<file path="config.mk">
export PLATFORM = sky130hd
export DESIGN_NAME = hsv_to_rgb_flat
export DESIGN_NICKNAME = d
export VERILOG_FILES = /design/src/rtl/hsv2rgb_pkg.sv /design/src/rtl/hsv2rgb_pix_if.sv /design/src/rtl/hsv2rgb_rgb_if.sv /design/src/rtl/hsv_to_rgb.sv /design/src/rtl/hsv2rgb_prep.sv /design/src/rtl/hsv2rgb_mul.sv /design/src/rtl/hsv2rgb_div.sv /design/src/flat_wrapper.sv
export SDC_FILE = /design/constraint.sdc
export NUM_CORES = 2
export LEC_CHECK = 0
export ABC_AREA = 1
export BUFFER_PORTS_ARGS = -buffer_cell sky130_fd_sc_hd__buf_4
export CORE_AREA = 2 2 234 283
export CTS_CLUSTER_SIZE = 14
export DETAILED_ROUTE_END_ITERATION = 8
export DIE_AREA = 0 0 236 285
export PLACE_DENSITY = 0.79
export SETUP_SLACK_MARGIN = 0.5
export SYNTH_ARGS = -nofsm -noshare
export SYNTH_HDL_FRONTEND = slang
export SYNTH_SLANG_ARGS = --single-unit
export TNS_END_PERCENT = 20
</file>
<file path="constraint.sdc">
create_clock -name clk_i -period 4.94 [get_ports clk_i]
set_clock_uncertainty 0.15 [all_clocks]
set_input_delay 0.494 -clock clk_i [delete_from_list [all_inputs] [get_ports clk_i]]
set_output_delay 0.494 -clock clk_i [all_outputs]
set_load 0.1 [all_outputs]
</file>
<file path="src/rtl/hsv2rgb_pkg.sv">
// ----------------------------------------------------------------------------
// hsv2rgb_pkg: shared types and constants of the HSV to RGB converter
// Fixed-point constants for the hue sector arithmetic and the payload
// structs that travel between the pipeline segments.
// ----------------------------------------------------------------------------
package hsv2rgb_pkg;

  localparam int unsigned HueW   = 16;
  localparam int unsigned ChanW  = 8;
  localparam int unsigned FracW  = 12;
  localparam int unsigned NumW   = 20;
  localparam int unsigned WideW  = 28;
  localparam int unsigned RecipW = 21;
  localparam int unsigned MulW   = 41;
  localparam int unsigned RecipShift = 24;

  // A full turn is 360 * 64 and one sector 60 * 64.
  localparam logic [HueW-1:0]  HueTurn    = 16'd23040;
  localparam logic [HueW-1:0]  HueSector  = 16'd3840;
  localparam logic [FracW-1:0] SectorLen  = 12'd3840;
  localparam logic [ChanW-1:0] ChanMax    = 8'd255;
  // 255 * 3840, the common denominator of q and t.
  localparam logic [NumW-1:0]  FullDen    = 20'd979200;
  // ceil(2^24 / 15): exact floor division by 15 for operands below 2^20.
  localparam logic [RecipW-1:0] Recip15   = 21'd1118482;

  typedef enum logic [2:0] {
    SectRedYel = 3'd0,
    SectYelGrn = 3'd1,
    SectGrnCyn = 3'd2,
    SectCynBlu = 3'd3,
    SectBluMag = 3'd4,
    SectMagRed = 3'd5
  } sector_e;

  typedef struct packed {
    sector_e          sector;
    logic [FracW-1:0] frac;
    logic [ChanW-1:0] sat;
    logic [ChanW-1:0] val;
  } prep_t;

  typedef struct packed {
    sector_e          sector;
    logic [ChanW-1:0] val;
    logic [15:0]      num_p;
    logic [WideW-1:0] num_q;
    logic [WideW-1:0] num_t;
  } prod_t;

  typedef struct packed {
    logic [ChanW-1:0] red;
    logic [ChanW-1:0] green;
    logic [ChanW-1:0] blue;
  } rgb_t;

endpackage

</file>
<file path="src/rtl/hsv2rgb_pix_if.sv">
// ----------------------------------------------------------------------------
// hsv2rgb_pix_if: HSV pixel channel
// Valid/ready channel carrying one HSV colour per beat.
// ----------------------------------------------------------------------------
interface hsv2rgb_pix_if;
  logic        valid;
  logic        ready;
  logic [15:0] hue;
  logic [7:0]  saturation;
  logic [7:0]  brightness;

  modport source (output valid, output hue, output saturation, output brightness,
                  input ready);
  modport sink   (input valid, input hue, input saturation, input brightness,
                  output ready);
endinterface

</file>
<file path="src/rtl/hsv2rgb_rgb_if.sv">
// ----------------------------------------------------------------------------
// hsv2rgb_rgb_if: RGB pixel channel
// Valid/ready channel carrying one RGB colour per beat.
// ----------------------------------------------------------------------------
interface hsv2rgb_rgb_if;
  logic       valid;
  logic       ready;
  logic [7:0] red;
  logic [7:0] green;
  logic [7:0] blue;

  modport source (output valid, output red, output green, output blue, input ready);
  modport sink   (input valid, input red, input green, input blue, output ready);
endinterface

</file>
<file path="src/rtl/hsv_to_rgb.sv">
// ----------------------------------------------------------------------------
// hsv_to_rgb: pipelined HSV to RGB colour converter
// Converts one HSV colour (hue in 1/64 degree) into an 8-bit RGB triple.
// ----------------------------------------------------------------------------
// Usage:
//   pix_i carries hue, saturation and brightness; rgb_o carries red, green
//   and blue. A beat moves when valid and ready are both high.
//   Hues of 23040 (a full turn) and above are treated as zero; zero
//   saturation yields grey, with all channels equal to the brightness.
//   One stage folds the hue and splits off the sector, two stages form the
//   products, two stages divide by the constants and select the channels.
//   Throughput is one beat per cycle while rgb_o does not stall; the
//   multipliers sit in separate stages so that every register stage holds
//   one multiply or one add chain.
//   Each stage carries its own valid bit and accepts new data whenever it is
//   empty or its successor moves, so bubbles close up while rgb_o stalls;
//   pix_i.ready falls only when all five stages hold beats.
//   Reset empties the pipeline; nothing else is kept between beats.
// ----------------------------------------------------------------------------
module hsv_to_rgb (
  input  logic                 clk_i,
  input  logic                 rst_ni,
  hsv2rgb_pix_if.sink          pix_i,
  hsv2rgb_rgb_if.source        rgb_o
);

  logic                 prep_valid;
  logic                 prep_ready;
  hsv2rgb_pkg::prep_t   prep_data;
  logic                 prod_valid;
  logic                 prod_ready;
  hsv2rgb_pkg::prod_t   prod_data;
  hsv2rgb_pkg::rgb_t    rgb_data;

  hsv2rgb_prep u_prep (
    .clk_i       (clk_i),
    .rst_ni      (rst_ni),
    .in_valid_i  (pix_i.valid),
    .in_ready_o  (pix_i.ready),
    .hue_i       (pix_i.hue),
    .sat_i       (pix_i.saturation),
    .val_i       (pix_i.brightness),
    .out_valid_o (prep_valid),
    .out_ready_i (prep_ready),
    .out_data_o  (prep_data)
  );

  hsv2rgb_mul u_mul (
    .clk_i       (clk_i),
    .rst_ni      (rst_ni),
    .in_valid_i  (prep_valid),
    .in_ready_o  (prep_ready),
    .in_data_i   (prep_data),
    .out_valid_o (prod_valid),
    .out_ready_i (prod_ready),
    .out_data_o  (prod_data)
  );

  hsv2rgb_div u_div (
    .clk_i       (clk_i),
    .rst_ni      (rst_ni),
    .in_valid_i  (prod_valid),
    .in_ready_o  (prod_ready),
    .in_data_i   (prod_data),
    .out_valid_o (rgb_o.valid),
    .out_ready_i (rgb_o.ready),
    .out_data_o  (rgb_data)
  );

  assign rgb_o.red   = rgb_data.red;
  assign rgb_o.green = rgb_data.green;
  assign rgb_o.blue  = rgb_data.blue;

endmodule

</file>
<file path="src/rtl/hsv2rgb_prep.sv">
// ----------------------------------------------------------------------------
// hsv2rgb_prep: hue folding and sector split
// One register stage: folds out-of-range hues to zero and splits the hue
// into a sector number and a fraction within the sector.
// ----------------------------------------------------------------------------
module hsv2rgb_prep (
  input  logic                 clk_i,
  input  logic                 rst_ni,
  input  logic                 in_valid_i,
  output logic                 in_ready_o,
  input  logic [15:0]          hue_i,
  input  logic [7:0]           sat_i,
  input  logic [7:0]           val_i,
  output logic                 out_valid_o,
  input  logic                 out_ready_i,
  output hsv2rgb_pkg::prep_t   out_data_o
);

  logic                          valid_q;
  logic                          adv;
  logic [hsv2rgb_pkg::HueW-1:0]  hue_c;
  logic [hsv2rgb_pkg::HueW-1:0]  base;
  logic [hsv2rgb_pkg::HueW-1:0]  rem;
  hsv2rgb_pkg::sector_e          sector;
  hsv2rgb_pkg::prep_t            data_d;
  hsv2rgb_pkg::prep_t            data_q;

  assign adv        = !valid_q || out_ready_i;
  assign in_ready_o = adv;

  always_comb begin
    hue_c = (hue_i >= hsv2rgb_pkg::HueTurn) ? '0 : hue_i;
    if (hue_c >= hsv2rgb_pkg::HueSector * 16'd5) begin
      sector = hsv2rgb_pkg::SectMagRed;
      base   = hsv2rgb_pkg::HueSector * 16'd5;
    end else if (hue_c >= hsv2rgb_pkg::HueSector * 16'd4) begin
      sector = hsv2rgb_pkg::SectBluMag;
      base   = hsv2rgb_pkg::HueSector * 16'd4;
    end else if (hue_c >= hsv2rgb_pkg::HueSector * 16'd3) begin
      sector = hsv2rgb_pkg::SectCynBlu;
      base   = hsv2rgb_pkg::HueSector * 16'd3;
    end else if (hue_c >= hsv2rgb_pkg::HueSector * 16'd2) begin
      sector = hsv2rgb_pkg::SectGrnCyn;
      base   = hsv2rgb_pkg::HueSector * 16'd2;
    end else if (hue_c >= hsv2rgb_pkg::HueSector) begin
      sector = hsv2rgb_pkg::SectYelGrn;
      base   = hsv2rgb_pkg::HueSector;
    end else begin
      sector = hsv2rgb_pkg::SectRedYel;
      base   = '0;
    end
    rem           = hue_c - base;
    data_d.sector = sector;
    data_d.frac   = rem[hsv2rgb_pkg::FracW-1:0];
    data_d.sat    = sat_i;
    data_d.val    = val_i;
  end

  always_ff @(posedge clk_i or negedge rst_ni) begin
    if (!rst_ni) begin
      valid_q <= 1'b0;
    end else if (adv) begin
      valid_q <= in_valid_i;
    end
  end

  always_ff @(posedge clk_i) begin
    if (adv && in_valid_i) begin
      data_q <= data_d;
    end
  end

  assign out_valid_o = valid_q;
  assign out_data_o  = data_q;

endmodule

</file>
<file path="src/rtl/hsv2rgb_mul.sv">
// ----------------------------------------------------------------------------
// hsv2rgb_mul: numerator products
// Two register stages: first the saturation products and the p numerator,
// then the products with the value channel, the numerators of q and t.
// ----------------------------------------------------------------------------
module hsv2rgb_mul (
  input  logic                 clk_i,
  input  logic                 rst_ni,
  input  logic                 in_valid_i,
  output logic                 in_ready_o,
  input  hsv2rgb_pkg::prep_t   in_data_i,
  output logic                 out_valid_o,
  input  logic                 out_ready_i,
  output hsv2rgb_pkg::prod_t   out_data_o
);

  logic                               a_valid_q;
  logic                               b_valid_q;
  logic                               a_adv;
  logic                               b_adv;
  hsv2rgb_pkg::sector_e               a_sector_q;
  logic [hsv2rgb_pkg::ChanW-1:0]      a_val_q;
  logic [hsv2rgb_pkg::NumW-1:0]       a_sf_q;
  logic [hsv2rgb_pkg::NumW-1:0]       a_sg_q;
  logic [15:0]                        a_pn_q;
  logic [hsv2rgb_pkg::FracW-1:0]      frac_rest;
  logic [hsv2rgb_pkg::NumW-1:0]       q_diff;
  logic [hsv2rgb_pkg::NumW-1:0]       t_diff;
  hsv2rgb_pkg::prod_t                 b_data_q;

  assign b_adv      = !b_valid_q || out_ready_i;
  assign a_adv      = !a_valid_q || b_adv;
  assign in_ready_o = a_adv;

  assign frac_rest = hsv2rgb_pkg::SectorLen - in_data_i.frac;
  assign q_diff    = hsv2rgb_pkg::FullDen - a_sf_q;
  assign t_diff    = hsv2rgb_pkg::FullDen - a_sg_q;

  always_ff @(posedge clk_i or negedge rst_ni) begin
    if (!rst_ni) begin
      a_valid_q <= 1'b0;
      b_valid_q <= 1'b0;
    end else begin
      if (b_adv) begin
        b_valid_q <= a_valid_q;
      end
      if (a_adv) begin
        a_valid_q <= in_valid_i;
      end
    end
  end

  always_ff @(posedge clk_i) begin
    if (a_adv && in_valid_i) begin
      a_sector_q <= in_data_i.sector;
      a_val_q    <= in_data_i.val;
      a_sf_q     <= hsv2rgb_pkg::NumW'(in_data_i.sat) * hsv2rgb_pkg::NumW'(in_data_i.frac);
      a_sg_q     <= hsv2rgb_pkg::NumW'(in_data_i.sat) * hsv2rgb_pkg::NumW'(frac_rest);
      a_pn_q     <= 16'(in_data_i.val) *
                    16'(hsv2rgb_pkg::ChanMax - in_data_i.sat);
    end
    if (b_adv && a_valid_q) begin
      b_data_q.sector <= a_sector_q;
      b_data_q.val    <= a_val_q;
      b_data_q.num_p  <= a_pn_q;
      b_data_q.num_q  <= hsv2rgb_pkg::WideW'(a_val_q) * hsv2rgb_pkg::WideW'(q_diff);
      b_data_q.num_t  <= hsv2rgb_pkg::WideW'(a_val_q) * hsv2rgb_pkg::WideW'(t_diff);
    end
  end

  assign out_valid_o = b_valid_q;
  assign out_data_o  = b_data_q;

endmodule

</file>
<file path="src/rtl/hsv2rgb_div.sv">
// ----------------------------------------------------------------------------
// hsv2rgb_div: constant division and channel permutation
// Two register stages. The division by 255 * 3840 is done as a shift by 8,
// a reciprocal multiply for 15 and a final division by 255; the second
// stage also applies the sector permutation and holds the output beat.
// ----------------------------------------------------------------------------
module hsv2rgb_div (
  input  logic                 clk_i,
  input  logic                 rst_ni,
  input  logic                 in_valid_i,
  output logic                 in_ready_o,
  input  hsv2rgb_pkg::prod_t   in_data_i,
  output logic                 out_valid_o,
  input  logic                 out_ready_i,
  output hsv2rgb_pkg::rgb_t    out_data_o
);

  // Exact floor(x / 255) for any x up to 255 * 255.
  function automatic logic [7:0] div255(input logic [15:0] x);
    logic [16:0] sum;
    sum = 17'(x) + 17'(x[15:8]) + 17'd1;
    return sum[15:8];
  endfunction

  logic                              a_valid_q;
  logic                              b_valid_q;
  logic                              a_adv;
  logic                              b_adv;
  hsv2rgb_pkg::sector_e              a_sector_q;
  logic [hsv2rgb_pkg::ChanW-1:0]     a_val_q;
  logic [hsv2rgb_pkg::ChanW-1:0]     a_p_q;
  logic [15:0]                       a_xq_q;
  logic [15:0]                       a_xt_q;
  logic [hsv2rgb_pkg::MulW-1:0]      mq;
  logic [hsv2rgb_pkg::MulW-1:0]      mt;
  logic [hsv2rgb_pkg::ChanW-1:0]     q_val;
  logic [hsv2rgb_pkg::ChanW-1:0]     t_val;
  hsv2rgb_pkg::rgb_t                 rgb_d;
  hsv2rgb_pkg::rgb_t                 rgb_q;

  assign b_adv      = !b_valid_q || out_ready_i;
  assign a_adv      = !a_valid_q || b_adv;
  assign in_ready_o = a_adv;

  // The low eight bits can be dropped first, since 3840 = 256 * 15.
  assign mq = hsv2rgb_pkg::MulW'(in_data_i.num_q[hsv2rgb_pkg::WideW-1:8]) *
              hsv2rgb_pkg::MulW'(hsv2rgb_pkg::Recip15);
  assign mt = hsv2rgb_pkg::MulW'(in_data_i.num_t[hsv2rgb_pkg::WideW-1:8]) *
              hsv2rgb_pkg::MulW'(hsv2rgb_pkg::Recip15);

  assign q_val = div255(a_xq_q);
  assign t_val = div255(a_xt_q);

  always_comb begin
    case (a_sector_q)
      hsv2rgb_pkg::SectRedYel: rgb_d = '{red: a_val_q, green: t_val,   blue: a_p_q};
      hsv2rgb_pkg::SectYelGrn: rgb_d = '{red: q_val,   green: a_val_q, blue: a_p_q};
      hsv2rgb_pkg::SectGrnCyn: rgb_d = '{red: a_p_q,   green: a_val_q, blue: t_val};
      hsv2rgb_pkg::SectCynBlu: rgb_d = '{red: a_p_q,   green: q_val,   blue: a_val_q};
      hsv2rgb_pkg::SectBluMag: rgb_d = '{red: t_val,   green: a_p_q,   blue: a_val_q};
      default:                 rgb_d = '{red: a_val_q, green: a_p_q,   blue: q_val};
    endcase
  end

  always_ff @(posedge clk_i or negedge rst_ni) begin
    if (!rst_ni) begin
      a_valid_q <= 1'b0;
      b_valid_q <= 1'b0;
    end else begin
      if (b_adv) begin
        b_valid_q <= a_valid_q;
      end
      if (a_adv) begin
        a_valid_q <= in_valid_i;
      end
    end
  end

  always_ff @(posedge clk_i) begin
    if (a_adv && in_valid_i) begin
      a_sector_q <= in_data_i.sector;
      a_val_q    <= in_data_i.val;
      a_p_q      <= div255(in_data_i.num_p);
      a_xq_q     <= mq[hsv2rgb_pkg::RecipShift+15:hsv2rgb_pkg::RecipShift];
      a_xt_q     <= mt[hsv2rgb_pkg::RecipShift+15:hsv2rgb_pkg::RecipShift];
    end
    if (b_adv && a_valid_q) begin
      rgb_q <= rgb_d;
    end
  end

  assign out_valid_o = b_valid_q;
  assign out_data_o  = rgb_q;

  // The reciprocal step must never overshoot 255 * 255.
  assert property (@(posedge clk_i) disable iff (!rst_ni)
    a_valid_q |-> (a_xq_q <= 16'd65025))
    else $error("q quotient out of range after division by 15");

  assert property (@(posedge clk_i) disable iff (!rst_ni)
    a_valid_q |-> (a_xt_q <= 16'd65025))
    else $error("t quotient out of range after division by 15");

  // p can never exceed the value channel it scales.
  assert property (@(posedge clk_i) disable iff (!rst_ni)
    a_valid_q |-> (a_p_q <= a_val_q))
    else $error("p exceeds brightness");

endmodule

</file>
<file path="src/flat_wrapper.sv">
// flat-port wrapper written by rule: the top's interface ports become plain ports
module hsv_to_rgb_flat 
  (clk_i, rst_ni, pix_i_valid, pix_i_hue, pix_i_saturation, pix_i_brightness, pix_i_ready, rgb_o_valid, rgb_o_red, rgb_o_green, rgb_o_blue, rgb_o_ready);
  hsv2rgb_pix_if pix_i_i ();
  hsv2rgb_rgb_if rgb_o_i ();
  input  logic clk_i;
  input  logic rst_ni;
  input wire logic [$bits(pix_i_i.valid)-1:0] pix_i_valid;
  input wire logic [$bits(pix_i_i.hue)-1:0] pix_i_hue;
  input wire logic [$bits(pix_i_i.saturation)-1:0] pix_i_saturation;
  input wire logic [$bits(pix_i_i.brightness)-1:0] pix_i_brightness;
  output wire logic [$bits(pix_i_i.ready)-1:0] pix_i_ready;
  output wire logic [$bits(rgb_o_i.valid)-1:0] rgb_o_valid;
  output wire logic [$bits(rgb_o_i.red)-1:0] rgb_o_red;
  output wire logic [$bits(rgb_o_i.green)-1:0] rgb_o_green;
  output wire logic [$bits(rgb_o_i.blue)-1:0] rgb_o_blue;
  input wire logic [$bits(rgb_o_i.ready)-1:0] rgb_o_ready;
  assign pix_i_i.valid = pix_i_valid;
  assign pix_i_i.hue = pix_i_hue;
  assign pix_i_i.saturation = pix_i_saturation;
  assign pix_i_i.brightness = pix_i_brightness;
  assign pix_i_ready = pix_i_i.ready;
  assign rgb_o_valid = rgb_o_i.valid;
  assign rgb_o_red = rgb_o_i.red;
  assign rgb_o_green = rgb_o_i.green;
  assign rgb_o_blue = rgb_o_i.blue;
  assign rgb_o_i.ready = rgb_o_ready;
  hsv_to_rgb u_core (.clk_i(clk_i), .rst_ni(rst_ni), .pix_i(pix_i_i), .rgb_o(rgb_o_i));
endmodule
</file>
==> impl_metrics.csv <==
group,metric,value,unit
status,status,"finished with violations",
status,violations,"negative setup slack",
timing,rsz0062_at_grt,"yes",
logic_synthesis,ys_types,59,
routing,detail-route-antenna-nets,0,
grt,grt_pass1_vias,35200,
routing,num_vias,33900,
routing,drtIter0Drc,2314,
critical_path,cp.required,5.14,ns
floorplan,ios,62,
cts,clk_latency,0.60,ns
floorplan,dieArea,67300,um^2
cts,cts_sinks,244,
cts,cts_root_buf,"clkbuf_16",
hold_path,holdCritStartpoint,"pix_i_hue[2]",
grt,grt_pass1_wl,165,mm
logic_synthesis,ys_seq_area_share,19.0,%
timing,slew_violations,0,
cts,cts_buffer_depth,3,
critical_path,start_kind,"flop",
cts,cts_buffers,29,
critical_path,rr_worst_depth,23,
logic_synthesis,synthDominantCellAreaShare,22.9,%
logic_synthesis,yosys.area.top_type,"fa_1",
routing,drt-wirelength-per-cell,16.9,um
grt,antenna_found_initial,2,
cts,clk_pin_slew_worst_paths,0.06,ns
final_layout,finalNonFillerCells,6145,
floorplan,initial_core_util,59.2,%
timing,setup_slack,-0.365,ns
routing,vias_per_cell,5.51,
flow_run,cap_violations,0,
placed_design,gp_congestion,1.01,
timing,slew-limit-headroom,20.9,%
placed_design,port_buffers,61,
critical_path,worst-path-max-fanout,7,
critical_path,r2r_end,"u_core.u_mul.out_data_o[55]",
final_layout,drive_gt1_share,21.4,%
floorplan,fp.dieW,236,um
timing,worst_slew_pin_slew,1.18,ns
placed_design,dp_hpwl,82.0,mm
cts,cts_htree_levels,1,
placed_design,dp_cells,6043,
hold_path,hold_path_depth,3,
floorplan,rows,103,
final_layout,final_nets,6260,
grt,grt_remaining_overflow,0,
timing,fin_crit,5.30,ns
logic_synthesis,syn_avg_cell_area,7.89,um^2
final_layout,fillers,4645,
routing,drt-total-wl,104,mm
logic_synthesis,async_reset_ff_share,2.05,%
timing,timing.hold.ws,0.0564,ns
logic_synthesis,synthCells,4866,
timing,tns,-8.41,ns
hold_path,hold_path_end,"u_core.u_prep.out_data_o[18]",
timing,period_share,107,%
logic_synthesis,synthTopCellsByArea,"fa_1 (23%), edfxtp_1 (19%), ha_1 (16%)",
critical_path,reg2reg_from,"u_core.u_mul.a_sf_q[0]",
routing,first_pass_iters,9,
routing,drc,0,
logic_synthesis,yosysMostFrequentCell,"inv_1",
final_layout,num_antenna_cells,0,
critical_path,reg2reg_slack,-0.36,ns
floorplan,die_h,285,um
final_layout,area_growth,22.1,%
grt,track_usage,30.1,%
critical_path,worstSetupPathType,"flop to flop",
final_layout,final_util,72.3,%
timing,fmax,189,MHz
logic_synthesis,synth_warnings,0,
logic_synthesis,ys_top_cells_by_count,"inv_1 (1082), nand2_1 (1052), nor2_1 (573)",
logic_synthesis,ys_ff_latch,244,
cts,cts_tree,"yes",
timing,hold_viol_final,0,
floorplan,coreArea,64800,um^2
grt,grt_max_degree,67,
logic_synthesis,synth-edff-count,239,
critical_path,arrival,5.50,ns
logic_synthesis,syn_area,38400,um^2
hold_path,min-delay-path-class,"input port to flop",
logic_synthesis,syn_nets,5843,
timing,final-setup-viol-count,45,
critical_path,end_kind,"flop",
logic_synthesis,synth_ff_type,"edfxtp_1",
[flip-flops by register name, summed over array words and instances (netlist names), 3 cells and up]
name / count
u_core.u_mul.a_val_q: 8
u_core.u_prep.out_data_o: 31
u_core.u_div.a_xq_q: 16
u_core.u_mul.a_sector_q: 3
u_core.u_mul.out_data_o: 67
u_core.u_div.a_sector_q: 3
u_core.u_div.a_p_q: 8
u_core.u_mul.a_sf_q: 20
u_core.u_div.out_data_o: 24
u_core.u_mul.a_sg_q: 19
u_core.u_mul.a_pn_q: 16
u_core.u_div.a_xt_q: 16
u_core.u_div.a_val_q: 8
[critical path, stage by stage (launching register included)]
cell	delay [ns]
edfxtp_1	0.43
inv_2	0.14
ha_4	0.15
nand2_4	0.06
nor2_4	0.16
nand4_1	0.15
o21ai_2	0.18
nand2_2	0.12
o21ai_4	0.28
nor2_1	0.10
fa_1	0.51
fa_1	0.43
fa_1	0.49
inv_1	0.05
fa_1	0.47
inv_1	0.06
ha_4	0.29
nand2_2	0.08
nor2_4	0.12
nand2_2	0.08
nor4_1	0.27
nand2_1	0.13
nand3b_1	0.11
nand2_1	0.06
[routing by layer]
metal  global-route usage, %  part of all wire (%)
met4                    15.5                   5.9
met2                    57.4                    53
met5                       0                 0.022
met3                    3.61                   5.1
met1                    32.7                    36
[logic make-up (layout without fill, tap and decap cells)]
logic type                 count (synthesis)  in the layout  synth area share, %
buffers and inverters                   1170           1609                 11.5
DFF                                      244            244                 19.0
adders and majority gates                941            941                 39.3
and+or+nand+nor                         2035           2035                 21.9
AOI/OAI and AO/OA                        380            380                 5.78
xor gates and xnor gates                  96             96                 2.53
[what timing repair did]
item / 4_1_cts / 5_1_grt
endpoints found under the hold margin: 23 / 0
hold buffers: 19 / 0
gates cloned: 0 / 0
gates resized for setup: 271 / 360
setup buffers: 13 / 17
setup endpoints to repair: 98 / 102
pin swaps: 127 / 264
[worst max-delay path by stage]
stage / startpoint / to / slack (ns) / depth (start not counted)
floorplan: u_core.u_mul.a_sf_q[0] / u_core.u_mul.out_data_o[27] / -0.1 / 24
global placement: u_core.u_mul.a_sf_q[0] / u_core.u_mul.out_data_o[27] / -0.25 / 22
detailed placement: u_core.u_mul.a_sf_q[0] / u_core.u_mul.out_data_o[53] / -0.38 / 24
CTS: u_core.u_mul.a_sf_q[0] / u_core.u_mul.out_data_o[15] / -0.33 / 24
global route: u_core.u_mul.a_sf_q[0] / u_core.u_mul.out_data_o[27] / -0.63 / 25
finish: u_core.u_mul.a_sf_q[0] / u_core.u_mul.out_data_o[55] / -0.36 / 23
[cell usage in the layout (no fill, tap or decap), types with 82 or more instances in the layout]
master | Yosys | layout
ha_1 | 501 | 405
nand2_2 | 12 | 97
nand3_1 | 233 | 211
nor2_2 | 8 | 82
nor2_1 | 573 | 460
fa_1 | 440 | 423
edfxtp_1 | 239 | 239
ha_4 | 0 | 90
nand2_1 | 1052 | 937
inv_1 | 1082 | 1005
a21oi_1 | 175 | 104
inv_2 | 9 | 82
buf_4 | 4 | 416
[metrics by stage]
| stage | cell area [um^2] | setup slack, ns |
|---|---|---|
| after global routing | 46900 | -0.627 |
| after detailed placement | 42900 | -0.379 |
| after global placement | 42900 | -0.252 |
| final | 46900 | -0.365 |
| after CTS | 45300 | -0.334 |
| after floorplan | 39000 | -0.0971 |
[cell type report]
class / count / area [um^2] / area share (%)
timing repair buffer: 458 / 3680 / 7.84
sequential: 244 / 7300 / 15.6
multi-input combinational: 3452 / 29800 / 63.5
tap: 840 / 1050 / 2.24
inverter: 1098 / 4140 / 8.82
clock buffer: 31 / 733 / 1.56
clock inverter: 22 / 205 / 0.438
Power is left out: the tool's default activity adds up to more than one toggle a clock period on the data nets, which glitch-free logic cannot reach.
